## config.mk

```make
export PLATFORM = sky130hd
export DESIGN_NAME = fnv1_hash_bucket_flat
export DESIGN_NICKNAME = d
export VERILOG_FILES = /design/src/rtl/fnv1hb_pkg.sv /design/src/rtl/fnv1hb_if.sv /design/src/rtl/fnv1_hash_bucket.sv /design/src/rtl/fnv1hb_alu.sv /design/src/flat_wrapper.sv
export SDC_FILE = /design/constraint.sdc
export NUM_CORES = 1
export LEC_CHECK = 0
export ABC_AREA = 1
export ABC_CLOCK_PERIOD_IN_PS = 3800
export BUFFER_PORTS_ARGS = -buffer_cell sky130_fd_sc_hd__clkbuf_2
export CAP_MARGIN = 20
export CORE_MARGIN = 2
export CORE_UTILIZATION = 46
export DETAILED_ROUTE_END_ITERATION = 12
export PLACE_DENSITY_LB_ADDON = 0.08
export SETUP_SLACK_MARGIN = 0.05
export SLEW_MARGIN = 10
export SYNTH_ARGS = -nofsm -noshare
export SYNTH_HDL_FRONTEND = slang
export SYNTH_HIERARCHICAL = 1
export SYNTH_SLANG_ARGS = --single-unit
```

## constraint.sdc

```tcl
create_clock -name clk -period 3.8 [get_ports clk]
set_clock_uncertainty 0.05 [all_clocks]
set_input_delay 0.38 -clock clk [delete_from_list [all_inputs] [get_ports clk]]
set_output_delay 0.38 -clock clk [all_outputs]
set_load 0.01 [all_outputs]
```

## src/rtl/fnv1hb_pkg.sv

```systemverilog
`timescale 1ns / 1ps
// ----------------------------------------------------------------------------
// fnv1hb_pkg: shared types and constants for the FNV-1 bucket hasher
// Widths, FNV constants, the shift-add schedule for the prime multiply,
// the sequencer states and the shared unit's operation codes.
// ----------------------------------------------------------------------------
package fnv1hb_pkg;

  localparam int unsigned KEY_W  = 8;
  localparam int unsigned HASH_W = 32;

  localparam logic [HASH_W-1:0] FNV_BASIS = 32'd2166136261;

  // Prime 16777619 = 2^24 + 2^8 + 2^7 + 2^4 + 2^1 + 2^0.
  // The 2^0 term seeds the accumulator; the rest are added one per cycle.
  localparam int unsigned MUL_STEPS = 5;
  localparam int unsigned SHAMT_W   = $clog2(HASH_W);
  localparam int unsigned MSTEP_W   = $clog2(MUL_STEPS);
  localparam logic [SHAMT_W-1:0] MUL_SHIFT [MUL_STEPS] =
    '{5'd1, 5'd4, 5'd7, 5'd8, 5'd24};

  // One remainder bit per cycle in the restoring divider
  localparam int unsigned DIV_STEPS = HASH_W;
  localparam int unsigned CNT_W     = $clog2(DIV_STEPS);

  typedef enum logic [1:0] {
    ST_IDLE,
    ST_MUL,
    ST_DIV,
    ST_FIN
  } state_t;

  typedef enum logic {
    ALU_ADD_SHIFT,
    ALU_TRIAL_SUB
  } alu_op_t;

  typedef struct packed {
    alu_op_t            op;
    logic [SHAMT_W-1:0] shamt;
  } alu_ctrl_t;

endpackage

```

## src/rtl/fnv1hb_if.sv

```systemverilog
`timescale 1ns / 1ps
// ----------------------------------------------------------------------------
// fnv1hb_if: valid/ready channels of the FNV-1 bucket hasher
// Key byte input, bucket index output and bucket count write channel.
// ----------------------------------------------------------------------------
interface fnv1hb_key_if;
  import fnv1hb_pkg::*;
  logic             valid;
  logic             ready;
  logic [KEY_W-1:0] key_byte;

  modport source (output valid, output key_byte, input ready);
  modport sink   (input valid, input key_byte, output ready);
endinterface

interface fnv1hb_bucket_if;
  import fnv1hb_pkg::*;
  logic              valid;
  logic              ready;
  logic [HASH_W-1:0] bucket_index;

  modport source (output valid, output bucket_index, input ready);
  modport sink   (input valid, input bucket_index, output ready);
endinterface

interface fnv1hb_cfg_if;
  import fnv1hb_pkg::*;
  logic              valid;
  logic              ready;
  logic [HASH_W-1:0] bucket_count;

  modport source (output valid, output bucket_count, input ready);
  modport sink   (input valid, input bucket_count, output ready);
endinterface

```

## src/rtl/fnv1_hash_bucket.sv

```systemverilog
`timescale 1ns / 1ps
// ----------------------------------------------------------------------------
// fnv1_hash_bucket: FNV-1 32-bit key hash reduced to a bucket index
// Hashes a zero-terminated key byte by byte and, at the terminator, emits
// the hash modulo the configured bucket count.
// ----------------------------------------------------------------------------
//  channel | dir | payload              | beat
//  key     | in  | key_byte     [7:0]   | one key byte, zero ends the key
//  bucket  | out | bucket_index [31:0]  | one index per terminated key
//  cfg     | in  | bucket_count [31:0]  | bucket count write
//
//  A nonzero byte runs the accept, then five shift-add passes of the prime
//  multiply through the shared adder. A terminator runs the accept, 32
//  restoring-division steps, then one load of the output register. Count
//  writes wait while the divide and the load run. A zero count returns
//  the full hash. rst (synchronous) sets the hash to the basis and the
//  count to 1. A stalled index beat holds the block only at the load.
// ----------------------------------------------------------------------------
module fnv1_hash_bucket (
  input  logic                   clk,
  input  logic                   rst,
  fnv1hb_key_if.sink             key,
  fnv1hb_bucket_if.source        bucket,
  fnv1hb_cfg_if.sink             cfg
);
  import fnv1hb_pkg::*;

  state_t            state;
  state_t            state_next;
  logic [HASH_W-1:0] hash;
  logic [HASH_W-1:0] acc;
  logic [KEY_W-1:0]  byte_q;
  logic [HASH_W-1:0] dvd;
  logic [HASH_W-1:0] rem;
  logic [CNT_W-1:0]  cnt;
  logic [HASH_W-1:0] bucket_count;
  logic [HASH_W-1:0] res_q;
  logic              res_valid;

  alu_ctrl_t         alu_ctrl;
  logic [HASH_W-1:0] alu_sum;
  logic              alu_no_borrow;
  logic [HASH_W:0]   rem_shift;

  logic              in_fire;
  logic              cfg_fire;
  logic              res_load;
  logic              mul_last;
  logic              div_last;

  // shared arithmetic unit
  fnv1hb_alu u_alu (
    .ctrl      (alu_ctrl),
    .acc       (acc),
    .hash      (hash),
    .rem       (rem),
    .dvd_msb   (dvd[HASH_W-1]),
    .divisor   (bucket_count),
    .sum       (alu_sum),
    .no_borrow (alu_no_borrow)
  );

  assign rem_shift = {rem, dvd[HASH_W-1]};
  assign mul_last  = (cnt == CNT_W'(MUL_STEPS - 1));
  assign div_last  = (cnt == CNT_W'(DIV_STEPS - 1));

  // next state
  always_comb begin
    state_next = state;
    unique case (state)
      ST_IDLE: begin
        if (key.valid) begin
          state_next = (key.key_byte != '0) ? ST_MUL : ST_DIV;
        end
      end
      ST_MUL: begin
        if (mul_last) begin
          state_next = ST_IDLE;
        end
      end
      ST_DIV: begin
        if (div_last) begin
          state_next = ST_FIN;
        end
      end
      ST_FIN: begin
        if (!res_valid || bucket.ready) begin
          state_next = ST_IDLE;
        end
      end
      default: state_next = ST_IDLE;
    endcase
  end

  // sequencer outputs
  always_comb begin
    key.ready      = 1'b0;
    res_load       = 1'b0;
    alu_ctrl.op    = ALU_ADD_SHIFT;
    alu_ctrl.shamt = '0;
    unique case (state)
      ST_IDLE: key.ready = 1'b1;
      ST_MUL: begin
        alu_ctrl.op    = ALU_ADD_SHIFT;
        alu_ctrl.shamt = MUL_SHIFT[cnt[MSTEP_W-1:0]];
      end
      ST_DIV:  alu_ctrl.op = ALU_TRIAL_SUB;
      ST_FIN:  res_load    = !res_valid || bucket.ready;
      default: key.ready   = 1'b0;
    endcase
  end

  assign in_fire  = key.valid && key.ready;
  assign cfg_fire = cfg.valid && cfg.ready;

  // control registers
  always_ff @(posedge clk) begin
    if (rst) begin
      state        <= ST_IDLE;
      hash         <= FNV_BASIS;
      bucket_count <= HASH_W'(1);
      res_valid    <= 1'b0;
      cnt          <= '0;
    end else begin
      state <= state_next;
      if (cfg_fire) begin
        bucket_count <= cfg.bucket_count;
      end
      if (res_load) begin
        res_valid <= 1'b1;
      end else if (bucket.ready) begin
        res_valid <= 1'b0;
      end
      if (in_fire) begin
        cnt <= '0;
        if (key.key_byte == '0) begin
          hash <= FNV_BASIS;
        end
      end else if (state == ST_MUL || state == ST_DIV) begin
        cnt <= cnt + CNT_W'(1);
      end
      if (state == ST_MUL && mul_last) begin
        hash <= alu_sum ^ {{(HASH_W-KEY_W){1'b0}}, byte_q};
      end
    end
  end

  // datapath registers
  always_ff @(posedge clk) begin
    if (in_fire) begin
      byte_q <= key.key_byte;
      acc    <= hash;
      dvd    <= hash;
      rem    <= '0;
    end
    if (state == ST_MUL) begin
      acc <= alu_sum;
    end
    if (state == ST_DIV) begin
      dvd <= dvd << 1;
      rem <= alu_no_borrow ? alu_sum : rem_shift[HASH_W-1:0];
    end
    if (res_load) begin
      res_q <= rem;
    end
  end

  // divisor stays put while a divide and its load are running
  assign cfg.ready           = (state == ST_IDLE) || (state == ST_MUL);
  assign bucket.valid        = res_valid;
  assign bucket.bucket_index = res_q;

  // terminator restores the offset basis
  a_term_basis: assert property (@(posedge clk) disable iff (rst)
    in_fire && key.key_byte == '0 |=> hash == FNV_BASIS)
    else $error("hash not reset to basis after terminator");

  // loaded index stays below a nonzero bucket count
  a_index_range: assert property (@(posedge clk) disable iff (rst)
    res_load |=> bucket_count == '0 || res_q < bucket_count)
    else $error("bucket index out of range");

  // multiply schedule never runs past its table
  a_mul_count: assert property (@(posedge clk) disable iff (rst)
    state == ST_MUL |-> cnt < CNT_W'(MUL_STEPS))
    else $error("multiply step count overrun");

  // a pending index is never overwritten before it is taken
  a_no_overwrite: assert property (@(posedge clk) disable iff (rst)
    res_load |-> !res_valid || bucket.ready)
    else $error("index overwritten while stalled");

endmodule

```

## src/rtl/fnv1hb_alu.sv

```systemverilog
`timescale 1ns / 1ps
// ----------------------------------------------------------------------------
// fnv1hb_alu: shared adder/subtractor
// Either adds a shifted copy of the hash to the product accumulator, or
// does the trial subtract of the divisor from the shifted partial remainder.
// ----------------------------------------------------------------------------
module fnv1hb_alu (
  input  fnv1hb_pkg::alu_ctrl_t            ctrl,
  input  logic [fnv1hb_pkg::HASH_W-1:0]    acc,
  input  logic [fnv1hb_pkg::HASH_W-1:0]    hash,
  input  logic [fnv1hb_pkg::HASH_W-1:0]    rem,
  input  logic                             dvd_msb,
  input  logic [fnv1hb_pkg::HASH_W-1:0]    divisor,
  output logic [fnv1hb_pkg::HASH_W-1:0]    sum,
  output logic                             no_borrow
);
  import fnv1hb_pkg::*;

  logic              sub;
  logic [HASH_W:0]   opa;
  logic [HASH_W:0]   opb;
  logic [HASH_W:0]   opb_inv;
  logic [HASH_W+1:0] full;

  // operand select
  always_comb begin
    sub = (ctrl.op == ALU_TRIAL_SUB);
    if (sub) begin
      opa = {rem, dvd_msb};
      opb = {1'b0, divisor};
    end else begin
      opa = {1'b0, acc};
      opb = {1'b0, hash << ctrl.shamt};
    end
    opb_inv = sub ? ~opb : opb;
  end

  // single carry chain; carry out of a subtract means no borrow
  assign full      = {1'b0, opa} + {1'b0, opb_inv} + {{(HASH_W+1){1'b0}}, sub};
  assign sum       = full[HASH_W-1:0];
  assign no_borrow = full[HASH_W+1];

endmodule
```

## src/flat_wrapper.sv

```systemverilog
// flat-port wrapper written by rule: the top's interface ports become plain ports
module fnv1_hash_bucket_flat import fnv1hb_pkg::*;
  (clk, rst, key_valid, key_key_byte, key_ready, bucket_valid, bucket_bucket_index, bucket_ready, cfg_valid, cfg_bucket_count, cfg_ready);
  fnv1hb_key_if key_i ();
  fnv1hb_bucket_if bucket_i ();
  fnv1hb_cfg_if cfg_i ();
  input  logic clk;
  input  logic rst;
  input wire logic [$bits(key_i.valid)-1:0] key_valid;
  input wire logic [$bits(key_i.key_byte)-1:0] key_key_byte;
  output wire logic [$bits(key_i.ready)-1:0] key_ready;
  output wire logic [$bits(bucket_i.valid)-1:0] bucket_valid;
  output wire logic [$bits(bucket_i.bucket_index)-1:0] bucket_bucket_index;
  input wire logic [$bits(bucket_i.ready)-1:0] bucket_ready;
  input wire logic [$bits(cfg_i.valid)-1:0] cfg_valid;
  input wire logic [$bits(cfg_i.bucket_count)-1:0] cfg_bucket_count;
  output wire logic [$bits(cfg_i.ready)-1:0] cfg_ready;
  assign key_i.valid = key_valid;
  assign key_i.key_byte = key_key_byte;
  assign key_ready = key_i.ready;
  assign bucket_valid = bucket_i.valid;
  assign bucket_bucket_index = bucket_i.bucket_index;
  assign bucket_i.ready = bucket_ready;
  assign cfg_i.valid = cfg_valid;
  assign cfg_i.bucket_count = cfg_bucket_count;
  assign cfg_ready = cfg_i.ready;
  fnv1_hash_bucket u_core (.clk(clk), .rst(rst), .key(key_i), .bucket(bucket_i), .cfg(cfg_i));
endmodule
```

# Word level (Yosys, flattened, before mapping)
# Memories as Yosys holds them, arrays and structs flattened.
# Cells that the tools add are included.
[op_classes]
addsub = 3
n_lt_le_gt_ge = 1
eq_ne = 9
n_shift = 1
muxes = 27
bitwise = 3
reduce_logical = 18
[op_table]
columns = ["operator", "n"]
rows = [
  ["$mux W32", 11],
  ["$mux W33", 2],
  ["$add A33 B33 Y34", 1],
  ["$add A34 B1 Y34", 1],
  ["$not A33 Y33", 1],
  ["$shl A32 B5 Y32", 1],
  ["$xor A32 B8 Y32", 1],
  ["$mux W5", 3],
  ["$mux W2", 5],
  ["$reduce_bool A2 Y1", 5],
  ["$logic_not A8 Y1", 1],
  ["$pmux W2 S4", 1],
  ["$reduce_bool A8 Y1", 1],
  ["$ne A2 B1 Y1 const B", 3],
  ["$add A5 B1 Y5 const B", 1],
  ["$eq A5 B3 Y1 const B", 1],
  ["$eq A5 B5 Y1 const B", 1],
  ["$mux W1", 5],
  ["$eq A2 B2 Y1 const B", 2],
  ["$ge A4 B4 Y1 const B", 1],
  ["$not A3 Y4", 1],
  ["$reduce_and A4 Y1", 1],
  ["$logic_and A1 B1 Y1", 3],
  ["$logic_or A1 B1 Y1", 3],
  ["other kinds (6)", 6],
]
[totals]
regBits = 208
romBits = 40
in_bits = 45
output_inout_bits = 35
word_cells = 74
mem_count = 1
[mem_list]
columns = ["name", "words", "word_bits", "rd", "rd_clocked_by_memory_dff", "wr", "line_no", "text"]
rows = [
  ["(no name shown)", 8, 5, 1, 0, 0, "fnv1_hash_bucket.sv:105", "alu_ctrl.shamt = MUL_SHIFT[cnt[MSTEP_W-1:0]];"],
]

# Depth between registers and ports, before layout
# Gate-level depths: netlist of run 1.
[logic_depth]
word_depth = 13
mapped_depth = 33
depth_no_buf = 30

# By module
# The synthesis of run 1 kept the hierarchy.
[by_module_without_submodules]
columns = ["module", "n_inst", "cells_per_inst", "area_each_um2", "seq_area_each_um2"]
rows = [
  ["fnv1_hash_bucket", 1, 846, 8404.3, 5515.3],
  ["fnv1hb_alu", 1, 784, 4037.6, 0.0],
]

# Worst setup path before layout of run 1
# No wires, ideal clock.
[synth_path]
path_type = "register -> register"
startpoint = "reg u_core.state[1]"
endpoint = "reg u_core.rem[30] (data pin)"
setup_time_ns = 0.255
arrival_ns = 3.476
required_ns = 3.495
slack_ns = 0.019
stages_incl_launch_ff = 26
path_buffers = 5
synth_period_minus_slack_ns = 3.781
cell_sequence = "dfxtp_1 inv_1 ha_1 buf_4 nand2_1 nor2_1 buf_6 buf_6 buf_6 mux2i_1 nand2_1 nand3_1 o21ai_0 o211ai_2 o211ai_2 ha_1 nand2_1 nor4_1 nand2_1 a21oi_1 a211oi_1 nand2_1 inv_1 clkbuf_1 nor2_1 nor2_1"
[synth_rtl]
columns = ["item", "line_no", "text"]
rows = [
  ["start, declared", "fnv1_hash_bucket.sv:28", "state_t state;"],
  ["start signal, assigned", "fnv1_hash_bucket.sv:125", "state <= state_next;"],
  ["end signal, assigned", "fnv1_hash_bucket.sv:161", "rem <= alu_no_borrow ? alu_sum : rem_shift[HASH_W-1:0];"],
  ["end, declared", "fnv1_hash_bucket.sv:34", "logic [HASH_W-1:0] rem;"],
]

==> results of run 1 <==
[placed cells by master, fill, tap and decap left out, types with 12 or more instances in the layout]
cell and n:
inv_2 15, inv_1 60, nand3_1 94, a21oi_1 38, buf_12 14, a21oi_2 29
o21ai_1 43, ha_4 12, dfxtp_1 69, nand2_1 471, nand2_4 21, nor2_1 154
ha_1 26, buf_6 30, o21ai_2 37, o21ai_0 92, nor2_2 20, clkbuf_16 25
nand2_2 58, clkbuf_2 79, xor2_1 15, buf_4 224, edfxtp_1 135
[worst min-delay path, cell delays in order]
cell and delay (ns):
clkbuf_2 0.07, o21ai_0 0.07, nor2_1 0.08
[per-stage QoR]
stage               hold WS [ns]  instance area (um2)  util, %  std cells
global route              0.0593                17400     65.2       2293
floorplan                  0.392                12400        -       1630
finish                    0.0594                17400     65.2       2293
global placement           0.410                14600     54.7       2186
CTS                       0.0458                16300     60.9       2262
detailed placement         0.414                14600     54.7       2186
[logic make-up after synthesis]
| family | synth area share, % |
|---|---|
| and+or+nand+nor | 28.3 |
| muxes | 0.322 |
| DFF | 44.3 |
| adders and majority gates | 4.28 |
| xor gates and xnor gates | 2.04 |
| buffers and inverters | 6.36 |
| AOI/OAI and AO/OA | 14.3 |
[cell usage after synthesis (8+ instances only)]
cell type  number
nand2_1       527
nor2_1        182
o21ai_0       156
edfxtp_1      135
nand3_1        99
inv_1          75
a21oi_1        73
dfxtp_1        73
clkbuf_1       43
ha_1           41
buf_2          20
nand2_2        20
o21ai_1        19
xor2_1         18
o22ai_1        14
o221ai_1       12
xnor2_1        11
nor3_1         10
o211ai_1       10
buf_6           9
buf_4           8
[timing repair]
item / in CTS / in global routing
setup endpoints to repair: 85 / 86
cloned: 5 / 0
resized for setup: 171 / 238
pin swaps: 29 / 62
hold buffers: 9 / 0
setup buffers: 18 / 30
hold endpoints to repair: 9 / 0
[routing by layer]
| layer | routed length, um | global-route usage (%) | vias up | part of all wire (%) |
|---|---|---|---|---|
| li1 | - | - | 6082 | - |
| met5 | 0 | 0 | - | 0 |
| met1 | 20100 | 43.8 | 5884 | 46 |
| met3 | 3370 | 5.47 | 64 | 7.7 |
| met4 | 882 | 6.67 | 0 | 2.0 |
| met2 | 19200 | 46.5 | 384 | 44 |
[area by class of cell]
class                           count  area [um2]  area share [%]
Timing Repair Buffer              364        2960            17.0
Multi-Input combinational cell   1251        7390            42.4
Inverter                           84         345            1.98
Sequential cell                   208        5520            31.7
Clock inverter                     14         128           0.733
Timing Repair inverter              1        7.51          0.0431
Tap cell                          341         427            2.45
Clock buffer                       30         644            3.70
[sequential cells by signal (all words and copies together) (netlist names)]
name	cells
u_core/bucket_count	32
u_core/byte_q	8
u_core/bucket.valid	1
u_core/acc	32
u_core/cnt	5
u_core/state	2
u_core/hash	32
u_core/bucket.bucket_index	32
u_core/dvd	32
u_core/rem	32
[final timing paths]
kind | end | slack, ns | cells after the start | start
setup / recovery | u_core/acc[28] | -0.19 | 25 | u_core/state[1]
hold / removal | u_core/bucket_count[9] | 0.06 | 3 | cfg_bucket_count[9]
setup reg to reg | u_core/acc[28] | -0.19 | 25 | u_core/state[1]
hold reg to reg | u_core/bucket_count[0] | 0.43 | 2 | u_core/bucket_count[0]
==> impl_metrics.csv, run 1 <==
group,metric,value,unit
cts,cts_buffer_depth,3,
cells_and_area,drive_above_1_share,34.7,%
grt,grt_pass1_wl,66000,um
placed_design,dp_hpwl,31700,um
floorplan,ioPinCount,80,
sta,slew_viol_final,0,
floorplan,core,26700,um2
route,drtIter0Drc,1229,
critical_path,end_kind,"register",
route,wl_per_cell,19.0,um
grt,grt_max_degree,46,
synth,avgSynthCellArea,7.63,um2
sta,fmax,0.251,GHz
cts,insertion_delay,0.53,ns
cells_and_area,diodes,0,
cts,cts_buffers,24,
synth,synth_edf_count,135,
route,ant_nets,0,
synth,ys_ff_latch,208,
grt,grt_pass1_vias,11800,
critical_path,path_max_fanout,15,
synth,synth_nets,1717,
synth,synthTopCellsByArea,"edfxtp_1, nand2_1, dfxtp_1, o21ai_0, nor2_1",
route,via_count,12400,
sta,rsz0062_at_grt,"true",
route,totalWireLength,43600,um
floorplan,rows,60,
critical_path,crit_required,4.00,ns
critical_path,path_buf_inv,8,
cts,cts_tree,"yes",
floorplan,die_h,168,um
sta,finalSetupTns,-5.06,ns
cells_and_area,fillerInstances,2332,
sta,period_share,105,%
grt,antenna_found_initial,0,
sta,min_period,3.99,ns
critical_path,crit_family,"simple AND/OR/NAND/NOR gates",
critical_path,cpMostUsedCell,"nand2_1",
route,drc,0,
placed_design,place.gp.congestion,0.929,
cts,cts_root_buf,"clkbuf_16",
synth,async_reset_ff_share,0,%
floorplan,start_util,46.6,%
outcome,violations,"negative setup slack",
grt,grt_overflow,0,
cts,htree_num_levels,1,
route,routed_via_density,5.41,
floorplan,dieWidth,168,um
outcome,outcome,"complete, but fails checks",
sta,finalSetupViolCount,50,
critical_path,slowest_stage,"dfxtp_2",
critical_path,cpPeakStageDelay,0.32,ns
floorplan,die-area,28400,um2
cts,cts.sinks,208,
run,maxCapViolCount,0,
synth,ys_seq_area_share,44.3,%
synth,netlist_area,12400,um2
grt,grtUsageTotal,30.0,%
cells_and_area,synthToLayoutAreaGrowth,40.0,%
critical_path,cp_data_arrival_time,4.19,ns
critical_path,worstSetupStartpointType,"register",
cts,clkTransAtPathRegs,0.06,ns
synth,yosysWarnings,6,
critical_path,path_class,"reg2reg",
synth,synth_area_leader_cell,"edfxtp_1",
synth,synth_cell_types,51,
sta,slew_headroom,42.2,%
sta,worst_pin_slew,0.867,ns
route,dr.pass1.iters,6,
synth,netlist_instances,1630,
placed_design,place_ws,-0.500,ns
sta,hold_viol,0,
cells_and_area,nets,2021,
min_path,hold_path.class,"in2reg",
placed_design,io_buffers,79,
synth,yosysTopAreaCellShare,32.6,%
synth,yosys_most_used_dff,"edfxtp_1",
sta,setup_slack,-0.187,ns
Power of run 1 is not shown: default switching activity piles up to over one toggle a cycle in this logic, so the estimate is an artifact.
==> run 2: changes to the inputs <==
--- a/config.mk
+++ b/config.mk
@@ -5,7 +5,6 @@
 export SDC_FILE = /design/constraint.sdc
 export NUM_CORES = 1
 export LEC_CHECK = 0
-export ABC_AREA = 1
 export ABC_CLOCK_PERIOD_IN_PS = 3800
 export BUFFER_PORTS_ARGS = -buffer_cell sky130_fd_sc_hd__clkbuf_2
 export CAP_MARGIN = 20
==> impl_metrics.csv, run 2 <==
group,metric,value,unit
synth,synthTopCellsByArea,"edfxtp_1, dfxtp_1, mux2_2, nand2_1, mux2i_1",
synth,ys_seq_area_share,44.3,%
sta,finalSetupViolCount,81,
critical_path,path_class,"reg2reg",
cts,htree_num_levels,1,
critical_path,path_max_fanout,8,
critical_path,cp_data_arrival_time,4.86,ns
cts,insertion_delay,0.54,ns
grt,grt_pass1_wl,61000,um
route,totalWireLength,40200,um
synth,synth_area_leader_cell,"edfxtp_1",
route,via_count,10800,
synth,yosysMostFrequentCell,"nand2_1",
cts,cts_buffers,24,
sta,slew_viol_final,0,
sta,rsz0062_at_grt,"true",
critical_path,crit_required,4.03,ns
cells_and_area,fin_util,66.6,%
route,routed_via_density,5.59,
synth,yosys-mux-area-fraction,17.7,%
cells_and_area,fillerInstances,2088,
power,power.total,0.0207,W
run,maxCapViolCount,0,
cts,cts_root_buf,"clkbuf_16",
synth,ys_ff_latch,208,
floorplan,ioPinCount,80,
cts,cts_buffer_depth,3,
synth,synth_compound_area_share,13.7,%
sta,finalSetupTns,-45.83,ns
power,worst_ir_drop_vdd,1.08,mV
placed_design,place.gp.congestion,0.958,
floorplan,die-area,28400,um2
floorplan,die_h,169,um
sta,whs,0.0203,ns
synth,yosysTopAreaCellShare,32.5,%
power,p_leak,7.01,nW
cells_and_area,layout_common_cells,"buf_4, nand2_1, edfxtp_1, a21oi_1, clkbuf_2",
grt,grt_max_degree,64,
synth,avgSynthCellArea,10.3,um2
route,ant_nets,0,
critical_path,end_kind,"register",
route,drtIter0Drc,774,
sta,fmax,0.216,GHz
cells_and_area,stdcell_area,17800,um2
cells_and_area,diodes,0,
synth,async_reset_ff_share,0,%
cells_and_area,layout_commonest_cell,"buf_4",
power,powerDensity,1160,nW/um2
floorplan,dieWidth,169,um
grt,grt_pass1_vias,10500,
synth,synth_adder_area_share,4.28,%
grt,grtUsageTotal,27.9,%
cells_and_area,drive_above_1_share,45.3,%
sta,period_share,122,%
cells_and_area,nets,1654,
sta,slew_headroom,58.2,%
synth,synth_edf_count,135,
placed_design,detailed_place.area,15200,um2
outcome,outcome,"complete, but fails checks",
cts,cts.sinks,208,
synth,netlist_instances,1207,
placed_design,dp_hpwl,27900,um
synth,synth_top_family_by_area,"multiplexers",
min_path,hold_path.class,"in2reg",
sta,min_period,4.63,ns
critical_path,worstSetupStartpointType,"register",
grt,antenna_found_initial,0,
outcome,violations,"negative setup slack",
floorplan,start_util,46.5,%
grt,grt_overflow,0,
cells_and_area,synthToLayoutAreaGrowth,43.1,%
synth,synth_cell_types,68,
floorplan,rows,60,
placed_design,io_buffers,79,
sta,hold_viol,0,
sta,setup_slack,-0.831,ns
route,wl_per_cell,20.9,um
route,drc,0,
floorplan,core,26800,um2
synth,synth_common_cells,"nand2_1, edfxtp_1, a21oi_1",
synth,synth_nets,1294,
synth,synthXorXnorAreaFrac,2.74,%
synth,netlist_area,12500,um2
synth,yosys_most_used_dff,"edfxtp_1",
cts,clkTransAtPathRegs,0.06,ns
synth,synth_simple_gate_area_share,13.8,%
cts,cts_tree,"yes",
synth,yosysWarnings,6,
route,dr.pass1.iters,7,
sta,worst_pin_slew,0.627,ns
==> run 2: per-stage QoR <==
| step | cells | setup WS [ns] |
|---|---|---|
| after CTS | 1898 | -0.766 |
| after floorplan | 1207 | -0.752 |
| after global placement | 1809 | -0.954 |
| final | 1926 | -0.831 |
| after global routing | 1926 | -0.968 |
| after detailed placement | 1809 | -0.993 |
==> run 2: area by class of cell <==
type / count / area (um2) / share of cell area, %
Clock buffer: 32 / 702 / 3.94
Clock inverter: 12 / 211 / 1.19
Inverter: 19 / 71.3 / 0.400
Multi-Input combinational cell: 896 / 7600 / 42.6
Sequential cell: 208 / 5520 / 30.9
Tap cell: 341 / 427 / 2.39
Timing Repair Buffer: 418 / 3310 / 18.5
==> run 2: where the power goes <==
part,internal [W],switching (W),leakage (nW)
combinational,0.00725,0.00709,4.67
clock,0.00170,0.000964,0.450
sequential,0.00341,0.000334,1.89
==> run 2: logic make-up after synthesis <==
| logic type | Yosys count |
|---|---|
| buf+inv | 103 |
| compound gates | 269 |
| xor+xnor | 39 |
| simple gates | 371 |
| mux | 175 |
| fa+ha+maj | 42 |
| flops | 208 |
==> run 2: what timing repair did <==
action / in CTS / in global routing
gates resized for setup: 119 / 92
hold endpoints to repair: 9 / 0
endpoints found under the setup margin: 82 / 86
cloned: 3 / 1
setup buffers: 33 / 29
pin swaps: 19 / 32
hold buffers: 9 / 0
==> run 2: metal layers <==
layer	part of all wire (%)	GRT usage, %	vias to the layer above
li1	-	-	5126
met1	45	40.2	5259
met2	47	45.6	297
met3	4.9	3.02	78
met4	2.7	6.33	0
met5	0	0	-
==> run 2: final timing paths <==
check        cells past startpoint                    from  slack, ns                 endpoint
min reg2reg                      2  u_core/bucket_count[6]       0.41   u_core/bucket_count[6]
min                              3    cfg_bucket_count[25]       0.02  u_core/bucket_count[25]
max                             18         u_core/state[1]      -0.83           u_core/acc[31]
max reg2reg                     18         u_core/state[1]      -0.83           u_core/acc[31]
==> run 2: worst max-delay path, cell delays in order, from the launching register on <==
cell and delay [ns]:
dfxtp_2 0.32, inv_2 0.07, ha_4 0.14, and3_4 0.30, buf_4 0.15, mux4_2 0.53
mux2_2 0.32, mux2i_4 0.18, o22ai_1 0.12, ha_1 0.34, nand2_1 0.15, buf_4 0.13
nor2_1 0.04, a21o_1 0.16, a221o_1 0.38, a31oi_4 0.28, a311o_1 0.26, o211ai_1 0.16
mux2_2 0.30
Power figures use the tool's default switching activity.
==> run 3: changes to the inputs <==
--- a/config.mk
+++ b/config.mk
@@ -8,8 +8,10 @@
 export ABC_CLOCK_PERIOD_IN_PS = 3800
 export BUFFER_PORTS_ARGS = -buffer_cell sky130_fd_sc_hd__clkbuf_2
 export CAP_MARGIN = 20
+export CORE_ASPECT_RATIO = 0.75
 export CORE_MARGIN = 2
-export CORE_UTILIZATION = 46
+export CORE_UTILIZATION = 56
+export CTS_BUF_LIST = sky130_fd_sc_hd__clkbuf_8 sky130_fd_sc_hd__clkbuf_16
 export DETAILED_ROUTE_END_ITERATION = 12
 export PLACE_DENSITY_LB_ADDON = 0.08
 export SETUP_SLACK_MARGIN = 0.05
==> impl_metrics.csv, run 3 (synthesis results as in run 2) <==
group,metric,value,unit
cells_and_area,layout_commonest_cell,"buf_4",
route,via_count,11700,
placed_design,place.gp.congestion,0.944,
min_path,worst_hold_startpoint,"key_key_byte[1]",
sta,worst_pin_slew,0.683,ns
placed_design,detailed_place.area,15100,um2
floorplan,ioPinCount,80,
critical_path,cpPeakStageDelay,0.54,ns
route,dr.pass1.iters,12,
sta,finalSetupViolCount,80,
route,totalWireLength,45400,um
sta,hold_viol,0,
critical_path,path_buf_inv,5,
route,wl_per_cell,24.2,um
critical_path,crit_chain,"inv_2, ha_4, and3_4, buf_4, mux4_2, mux2_4, mux2i_4, o22ai_2, ha_4, nand2_1, a21oi_2, a21boi_2, o31ai_1, a31oi_1, buf_4, o31ai_4, o2bb2ai_4, buf_12, buf_16, mux2i_1, nor2b_1",
cells_and_area,nets,1650,
cts,cts_buffers,23,
sta,fmax,0.207,GHz
floorplan,start_util,56.8,%
placed_design,dp_hpwl,27900,um
critical_path,worstReg2RegEnd,"u_core/rem[16]",
grt,grt_overflow,0,
min_path,min_to,"u_core/byte_q[1]",
cts,cts_root_buf,"clkbuf_16",
placed_design,io_buffers,79,
critical_path,reg2reg_depth,21,
grt,grt_pass1_wl,63700,um
critical_path,slowest_stage,"mux4_2",
critical_path,r2r_slack,-1.03,ns
floorplan,rows,47,
critical_path,path_class,"reg2reg",
route,drc,1,
placed_design,place_ws,-0.917,ns
sta,slew_viol_final,0,
cts,cts_buffer_depth,3,
sta,setup_slack,-1.03,ns
grt,grt_pass1_vias,11000,
critical_path,r2r_start,"u_core/state[1]",
sta,rsz0062_at_grt,"true",
cells_and_area,synthToLayoutAreaGrowth,46.3,%
cts,insertion_delay,0.53,ns
floorplan,dieWidth,176,um
run,maxCapViolCount,0,
floorplan,die_h,133,um
critical_path,crit_family,"multiplexers",
critical_path,cp_data_arrival_time,5.05,ns
cells_and_area,stdcell_area,18200,um2
outcome,violations,"design-rule violations, negative setup slack",
floorplan,core,21900,um2
critical_path,setup.worst_path.start,"u_core/state[1]",
cells_and_area,diodes,0,
cts,clkTransAtPathRegs,0.06,ns
grt,grt_max_degree,49,
min_path,hold_path.class,"in2reg",
route,routed_via_density,6.22,
cells_and_area,drive_above_1_share,48.4,%
outcome,outcome,"complete, but fails checks",
grt,antenna_found_initial,0,
min_path,min_path_cells,1,
critical_path,path_max_fanout,10,
route,ant_nets,0,
cells_and_area,layout_common_cells,"buf_4, nand2_1, edfxtp_1, clkbuf_2, a21oi_1",
cts,htree_num_levels,1,
sta,finalSetupTns,-53.48,ns
critical_path,worstSetupStartpointType,"register",
critical_path,crit_required,4.01,ns
sta,slew_headroom,54.4,%
grt,grtUsageTotal,35.7,%
route,drtIter0Drc,1216,
critical_path,end_kind,"register",
sta,period_share,127,%
cts,cts.sinks,208,
sta,min_period,4.83,ns
floorplan,die-area,23500,um2
cells_and_area,fillerInstances,1238,
cts,cts_tree,"yes",
## run 3: worst max path at each step
stage	endpoint	slack, ns	cells past startpoint
after CTS	u_core/rem[27]	-0.76	24
after global routing	u_core/rem[16]	-1.10	21
after detailed placement	u_core/acc[28]	-0.92	19
after global placement	u_core/rem[5]	-0.88	20
final	u_core/rem[16]	-1.03	21
after floorplan	u_core/rem[1]	-0.75	23
## run 3: timing repair
action,CTS,global route
resized for setup,214,121
cloned,8,0
pin swaps,55,92
setup endpoints to repair,82,86
hold buffers,5,0
hold endpoints to repair,5,0
buffers inserted,48,22
## run 3: layout make-up
class | instances | area, um2 | area share, %
Sequential cell | 208 | 5520 | 30.3
Clock inverter | 15 | 81.3 | 0.446
Clock buffer | 26 | 617 | 3.38
Tap cell | 294 | 368 | 2.02
Timing Repair Buffer | 414 | 3410 | 18.7
Inverter | 19 | 71.3 | 0.391
Multi-Input combinational cell | 897 | 8160 | 44.8
## run 3: metal layers
layer | share of wire [%] | global-route usage (%) | vias to the layer above
met5 | 0 | 2.29 | -
met4 | 3.8 | 13.6 | 0
met3 | 10 | 8.88 | 141
met2 | 45 | 53.0 | 679
met1 | 41 | 50.5 | 5709
li1 | - | - | 5124
## run 3: stage by stage
stage / utilization (%) / hold WS, ns / cells
after CTS: 79.8 / 0.00298 / 1860
after global placement: 68.9 / 0.397 / 1763
after global routing: 83.1 / 0.00494 / 1873
after floorplan: - / 0.383 / 1207
after detailed placement: 68.9 / 0.401 / 1763
final: 83.1 / 0.00627 / 1873
Power of run 3 is left out for the same reason.
